### config.mk
export PLATFORM = sky130hd
export DESIGN_NAME = mrhr_crc_unit
export DESIGN_NICKNAME = d
export VERILOG_FILES = /design/src/hdl/mrhr_pkg.sv /design/src/hdl/mrhr_crc_unit.sv
export SDC_FILE = /design/constraint.sdc
export NUM_CORES = 1
export LEC_CHECK = 0
export BUFFER_PORTS_ARGS = -buffer_cell sky130_fd_sc_hd__buf_2
export CORE_MARGIN = 2
export CORE_UTILIZATION = 50
export CTS_BUF_LIST = sky130_fd_sc_hd__clkbuf_4 sky130_fd_sc_hd__clkbuf_8
export DETAILED_ROUTE_END_ITERATION = 6
export MAX_ROUTING_LAYER = met4
export PLACE_DENSITY = 0.8
export REMOVE_ABC_BUFFERS = 1
export SYNTH_ARGS = -nofsm -noshare
export SYNTH_HDL_FRONTEND = slang
export SYNTH_SLANG_ARGS = --single-unit
### constraint.sdc
create_clock -name clk -period 4.8 [get_ports clk]
set_clock_uncertainty 0.2 [all_clocks]
set_input_delay 0.24 -clock clk [delete_from_list [all_inputs] [get_ports clk]]
set_output_delay 0.24 -clock clk [all_outputs]
set_load 0.1 [all_outputs]
### src/hdl/mrhr_pkg.sv
`default_nettype none
package mrhr_pkg;

  localparam logic [15:0] CRC_INIT          = 16'hFFFF;
  localparam logic [15:0] CRC_POLY_REV      = 16'hA001;
  localparam logic [7:0]  FUNC_READ_HOLDING = 8'h03;
  localparam logic [15:0] MAX_COUNT         = 16'h007D;
  localparam logic [7:0]  EXC_FLAG          = 8'h80;
  localparam logic [7:0]  EXC_NONE          = 8'h00;
  localparam logic [7:0]  EXC_ILLEGAL_FUNC  = 8'h01;
  localparam logic [7:0]  EXC_ILLEGAL_ADDR  = 8'h02;
  localparam logic [7:0]  EXC_ILLEGAL_VALUE = 8'h03;

  // control of the shared CRC unit
  typedef struct packed {
    logic       init;   // reload the seed
    logic       start;  // xor in a byte and run eight bit steps
    logic [7:0] data;
  } crc_ctl_t;

endpackage
`default_nettype wire

### src/hdl/mrhr_crc_unit.sv
`default_nettype none
module mrhr_crc_unit (
  input  wire logic              clk,
  input  wire logic              rst,
  input  wire mrhr_pkg::crc_ctl_t ctl,
  output logic [15:0]            crc,
  output logic                   busy
);

  logic [3:0] steps;

  assign busy = (steps != 4'd0);

  always_ff @(posedge clk) begin
    if (rst) begin
      crc   <= mrhr_pkg::CRC_INIT;
      steps <= 4'd0;
    end else if (ctl.init) begin
      crc   <= mrhr_pkg::CRC_INIT;
      steps <= 4'd0;
    end else if (ctl.start) begin
      crc   <= crc ^ {8'h00, ctl.data};
      steps <= 4'd8;
    end else if (busy) begin
      // one reflected bit step per cycle
      crc   <= crc[0] ? ((crc >> 1) ^ mrhr_pkg::CRC_POLY_REV) : (crc >> 1);
      steps <= steps - 4'd1;
    end
  end

endmodule
`default_nettype wire

# [After elaboration in Yosys (flattened, before gate mapping)]
# Index checks and enable logic that the tools add are counted.
[word_totals] out_inout_bits=17 elab_cells=15 input_bits=12 reg_bits=20
[op_classes] reduce_logical=4 bitwise_logic=2 muxes=5 addsub=1
[op_table] cell="two-way mux 16 bit" count=3
[op_table] cell="XOR 16 x 8 -> 16 bit" count=1
[op_table] cell="two-way mux 4 bit" count=2
[op_table] cell="nonzero test 4 bit" count=1
[op_table] cell="subtractor 4 x 1 -> 4 bit, second input constant" count=1
[op_table] cell="NOT 2 -> 3 bit" count=1
[op_table] cell="OR reduction 3 bit" count=1
[op_table] cell="nonzero test 2 bit" count=1
[op_table] cell="OR reduction 2 bit" count=1

# [Depth between registers and ports, before layout]
# Gate-level depths: netlist (run 1).
[depth] word_depth=4 mapped_depth=7 mapped_depth_nobuf=6

# [Least setup slack after synthesis (run 1)]
# OpenSTA, ideal clock, no wires.
[synth_timing] path_kind="reg2reg" start="register steps[0]" end="register crc[0]" setup_ns=0.072 period_less_slack_ns=1.831 t_arrival_ns=1.558 path_stages_with_launch=8 n_path_buf=1 slack_ns=2.969 t_required_ns=4.528 cell_sequence="dfxtp_1 inv_1 ha_1 nor3b_4 inv_2 buf_6 a31oi_1 mux2i_1"
[synth_via] elab_chain_len=2
[synth_lines] element="start, declared" line="mrhr_crc_unit.sv:10" rtl="logic [3:0] steps;"
[synth_lines] element="start signal, assigned" line="mrhr_crc_unit.sv:27" rtl="steps <= steps - 4'd1;"
[synth_lines] element="nonzero test 4 bit" line="mrhr_crc_unit.sv:12" rtl="assign busy = (steps != 4'd0);"
[synth_lines] element="named net busy" line="mrhr_crc_unit.sv:7" rtl="output logic busy"
[synth_lines] element="nonzero test 2 bit (no line)"
[synth_lines] element="end signal, assigned" line="mrhr_crc_unit.sv:16" rtl="crc <= mrhr_pkg::CRC_INIT;"
[synth_lines] element="end signal, assigned" line="mrhr_crc_unit.sv:19" rtl="crc <= mrhr_pkg::CRC_INIT;"
[synth_lines] element="end signal, assigned" line="mrhr_crc_unit.sv:22" rtl="crc <= crc ^ {8'h00, ctl.data};"
[synth_lines] element="end, declared" line="mrhr_crc_unit.sv:6" rtl="output logic [15:0] crc,"
# The timed path passes the listed nets, and every way through them passes these cells.
# A chain may end at the register's enable or synchronous reset.

# [Worst setup path after layout (run 1)]
[layout_timing] start="register steps[0]" end="output port busy"
[layout_via] elab_chain_len=1
[layout_lines] element="nonzero test 4 bit" line="mrhr_crc_unit.sv:12"
[layout_lines] element="end, declared" line="mrhr_crc_unit.sv:7"
# Every way passes these cells.

==> reports/metrics.yaml, run 1 <==
grt_max_degree: 37
nNetsFinal: 151
crit_fanout: 19
grt_use_total_pct: 19.47
placedInstanceArea_sq_um: 1084
max-cap-violations: 0
min_path_cells: 4
setup_slack_ns: 2.212
drt_first_pass_iters: 4
start_util_pct: 54.04
fp-row-count: 15
cts_buffers: 3
startpoint_type: "register"
finalSetupTns_ns: 0
cts_hold_buf: 0
syn_area_per_cell_sq_um: 8.513
setup_viol: 0
crit_path_top_delay_cell: "nor3b_4"
dieArea_sq_um: 2272
cts_root_buf: "clkbuf_4"
place_ws_ns: 2.544
core_area_sq_um: 1764
remaining_drc_errors: 0
post_route_cells_drive_above_1_share_pct: 26.47
r2r_cells: 6
clk_pin_slew_worst_paths_ns: 0.11
drtAntennaViolNets: 0
post-cts-setup-buffers: 0
max_freq_mhz: 386.3
syn-cell-area_sq_um: 953.4
postCtsResizedCells: 0
vdd_drop_max_v: 0.0001884
synth-seq-cells: 20
power_mw: 0.3586
ios: 29
vias: 886
fin_area_sq_um: 1120
drv_slew: 0
grt_pass1_vias: 711
routedLengthMet1_um: 979
ys_warn_count: 0
synth.yosys.seq_area_share_pct: 41.99
dr.max_layer_used: "met4"
grt_overflow_total: 0
grt_setup_unrepaired: "false"
wl_met3_um: 112
met2WireLength_um: 833
die_h_um: 47.67
routed_wl_um: 1940
drt_iter0_drc: 15
syn2layout_area_growth_pct: 17.45
dp.cells: 157
status: "finished clean"
clock_sinks: 20
synth.distinct_cells: 25
slew_headroom_pct: 40.39
insertion_delay_ns: 0.29
hpwl_um: 1346
cts_buffer_depth: 2
die_w_um: 47.67
critPathArrivalTime_ns: 2.15
grt_pass1_wl_um: 3029
ys_top_cells_by_area: "dfxtp_1, nand3_1, o21ai_0"
antennaDiodeCount: 0
worst_slew_pin_slew_ns: 0.8908
timing.final.crit_share_pct: 53.93
cp_cell_sequence: "inv_1 -> ha_1 -> nor3b_4 -> inv_2 -> buf_2"
hold_class: "input pin to register"
critPathMaxStageDelay_ns: 0.62
hold_violations: 0
cts_htree_levels: 1
via_per_inst: 5.503
io_buffers: 28
total_leakage_power_nw: 0.4304
power_density_nw_per_um2: 320.3
netlist.area_leader.share_pct: 41.99
cts_tree: "done"
cp.required_ns: 4.36
critical_path_class: "register to output port"
syn_inst: 112
instances_no_fill: 161
finalCriticalPeriod_ns: 2.588
globalplace.congestion: 0.7644
wl_per_cell_um: 12.05
antenna_found_initial: 0
synth_top_cell_by_area: "dfxtp_1"
cp-end-kind: "output port"
## worst paths after layout
kind,to,slack [ns],start
max,busy,2.21,steps[0]$_SDFFE_PP0P_
min reg2reg,crc[8]$_SDFFE_PP1P_,0.31,crc[8]$_SDFFE_PP1P_
min,crc[7]$_SDFFE_PP1P_,0.06,ctl[7]
max reg2reg,crc[0]$_SDFFE_PP1P_,2.59,steps[0]$_SDFFE_PP0P_
## registers in the layout, indices dropped and copies added, names as in the netlist
| register | flops |
|---|---|
| steps | 4 |
| crc | 16 |
## cell type report
type | instances | area [sq um]
Clock buffer | 4 | 36.28
Fill cell | 181 | 644.4
Inverter | 4 | 15.01
Multi-Input combinational cell | 80 | 496.7
Sequential cell | 20 | 400.4
Tap cell | 25 | 31.28
Timing Repair Buffer | 28 | 140.1
## per-layer routing
| layer | GRT usage, % | vias up |
|---|---|---|
| met3 | 3.396 | 2 |
| met4 | 6.486 | 0 |
| li1 | - | 451 |
| met5 | - | - |
| met2 | 30.00 | 29 |
| met1 | 25.87 | 404 |
## Yosys cell counts (all sizes together)
| master | number |
|---|---|
| a2111oi | 1 |
| a21oi | 8 |
| a31oi | 1 |
| and2 | 2 |
| buf | 4 |
| clkbuf | 4 |
| clkinv | 1 |
| dfxtp | 20 |
| ha | 2 |
| inv | 3 |
| mux2i | 2 |
| nand2b | 7 |
| nand3 | 21 |
| nor2 | 4 |
| nor3 | 2 |
| nor3b | 1 |
| nor4 | 1 |
| o21ai | 15 |
| o311ai | 1 |
| o31ai | 7 |
| or2 | 1 |
| or4b | 1 |
| xnor2 | 3 |
## power breakdown
group	leakage [nW]	switching (mW)	internal, mW	total [mW]
Sequential	0.163	0.00507	0.171	0.176
Combinational	0.246	0.0656	0.0206	0.0863
Clock	0.0210	0.0498	0.0462	0.0960
Total	0.430	0.120	0.238	0.359
## worst max-delay path, delay by kind of cell, from the launching register on
family | cells | cell delay [ns]
simple gates | 1 | 0.62
fa+ha+maj | 1 | 0.20
flops | 1 | 0.33
buf+inv | 3 | 0.71
## layout by cell type (no fill, tap or decap), drive strengths merged, types with 3 or more instances in the layout
master and n:
a21oi 8, nand2b 7, xnor2 3, inv 3, dfxtp 20, clkbuf 4, o31ai 7, buf 28
o21ai 15, nor2 4, nand3 21
## cell families (layout without fill, tap and decap cells)
family | Yosys count | count (layout) | share of synthesized area (%)
AND/OR/NAND/NOR | 40 | 40 | 23.88
AO/OA/AOI/OAI | 33 | 33 | 20.73
flip-flops | 20 | 20 | 41.99
buffers and inverters | 12 | 36 | 5.904
XOR/XNOR | 3 | 3 | 2.756
adder cells (fa/ha/maj) | 2 | 2 | 2.624
multiplexers | 2 | 2 | 2.100
## metrics by stage
step / utilization [%] / hold WS, ns
floorplan: - / 0.1089
global placement: 61.42 / 0.2889
detailed placement: 61.42 / 0.2897
CTS: 63.48 / 0.05622
global route: 63.48 / 0.05949
finish: 63.48 / 0.06330
(Power assumes the default switching activity.)
==> inputs of run 2 (changes only) <==
- CORE_UTILIZATION: 50 -> 47
- PLACE_DENSITY: 0.8 -> 0.79
- clock period: 4.8 -> 2.3 ns (I/O delays scaled with it)
==> reports/metrics.yaml, run 2 (synthesis results as in run 1) <==
wl_per_cell_um: 12.16
grt_max_degree: 23
antenna_found_initial: 0
pwr-share-seq_pct: 47.7
cts_root_buf: "clkbuf_4"
startpoint_type: "register"
clk_pin_slew_worst_paths_ns: 0.11
post_route_cells_drive_above_1_share_pct: 26.00
grt_pass1_wl_um: 3788
dieArea_sq_um: 2405
fp-row-count: 16
crit_buf_inv: 3
instances_no_fill: 177
max-cap-violations: 0
utilization_pct: 64.63
setup_slack_ns: 0.2386
globalplace.congestion: 0.7326
cts_tree: "done"
drv_slew: 0
die_h_um: 49.04
hold_violations: 0
grt_pass1_vias: 924
crit_path_top_delay_cell: "buf_2"
finalCriticalPeriod_ns: 2.061
cp-end-kind: "output port"
cp_cell_sequence: "inv_1 -> ha_1 -> nor3b_4 -> inv_2 -> buf_2"
dp.cells: 162
timing.final.crit_share_pct: 89.63
reg.largest.list: "crc (16), steps (4)"
mostFrequentLayoutCells: "buf_2, nand3_1, dfxtp_1"
clock_sinks: 20
switchingPower_mw: 0.2583
worst_slew_pin_slew_ns: 0.4920
crit_fanout: 11
swShare_pct: 33.46
drtAntennaViolNets: 0
pwr-share-comb_pct: 26.1
hold_class: "input pin to register"
total_leakage_power_nw: 0.4893
hpwl_um: 1420
intPower_mw: 0.5137
remaining_drc_errors: 0
holdWs_ns: 0.01475
routed_wl_um: 2152
status: "finished clean"
core_area_sq_um: 1942
place_ws_ns: 0.5164
cp.required_ns: 1.99
finalSetupTns_ns: 0
setup_viol: 0
drt_iter0_drc: 20
die_w_um: 49.04
drt_first_pass_iters: 4
top_register: "crc"
via_per_inst: 5.362
max_freq_mhz: 485.1
critPathMaxStageDelay_ns: 0.46
antennaDiodeCount: 0
largest_reg_flops: 16
io_buffers: 28
grt_overflow_total: 0
nNetsFinal: 165
vdd_drop_max_v: 0.0003974
critical-path-top-delay-family: "buffers and inverters"
start_util_pct: 49.10
insertion_delay_ns: 0.30
power_density_nw_per_um2: 615.1
ios: 29
vias: 949
grt_use_total_pct: 20.36
critical_path_class: "register to output port"
postCtsResizedCells: 0
cts_buffer_depth: 2
grt_setup_unrepaired: "false"
layout_commonest_cell: "buf_2"
cts_htree_levels: 1
syn2layout_area_growth_pct: 31.63
slew_headroom_pct: 67.43
cts_buffers: 3
critPathArrivalTime_ns: 1.75
power_frac_clock_pct: 26.2
[run 2: layout make-up]
cell class                 count  area (sq um)
tap                           27         33.78
inverter                       4         15.01
clock buffer                   4         36.28
multi-input combinational     80         496.7
sequential                    20         400.4
timing repair buffer          42         272.8
fill                         178         686.9
[run 2: final timing paths]
kind | startpoint | to | slack, ns | cells past startpoint
min reg2reg | crc[13]$_SDFFE_PP1P_ | crc[12]$_SDFFE_PP1P_ | 0.29 | 2
max reg2reg | steps[0]$_SDFFE_PP0P_ | crc[6]$_SDFFE_PP1P_ | 0.51 | 5
min | ctl[0] | crc[0]$_SDFFE_PP1P_ | 0.01 | 4
max | steps[0]$_SDFFE_PP0P_ | busy | 0.24 | 5
[run 2: layer usage]
layer	part of all wire [%]	track usage, %
met3	5.7	3.681
met4	2.4	10.00
met2	47	34.25
met1	45	23.31
met5	0	-
[run 2: power by group through the flow]
stage | Sequential (mW) | Combinational [mW] | Clock [mW]
after floorplan | 0.440 | 0.0742 | 0
after global placement | 0.375 | 0.184 | 0
after detailed placement | 0.376 | 0.187 | 0
after CTS | 0.368 | 0.202 | 0.208
after global routing | 0.370 | 0.217 | 0.225
final | 0.368 | 0.202 | 0.202
[run 2: worst reg2reg max path: cells and delay by family, from the launching register on]
kind | cells | cell delay [ns]
DFF | 1 | 0.33
adders and majority gates | 1 | 0.19
and+or+nand+nor | 1 | 0.59
buffers and inverters | 1 | 0.11
AOI/OAI and AO/OA | 2 | 0.26
[run 2: timing repair]
action,in CTS,in global routing
buffers inserted,0,0
endpoints found under the hold margin,12,0
hold buffers,11,0
[run 2: stage by stage]
stage / power [mW] / area, sq um
6_report: 0.7719 / 1255
5_1_grt: 0.8119 / 1255
4_1_cts: 0.7784 / 1255
3_5_place_dp: 0.5631 / 1109
3_3_place_gp: 0.5594 / 1109
2_1_floorplan: 0.5141 / 912.1
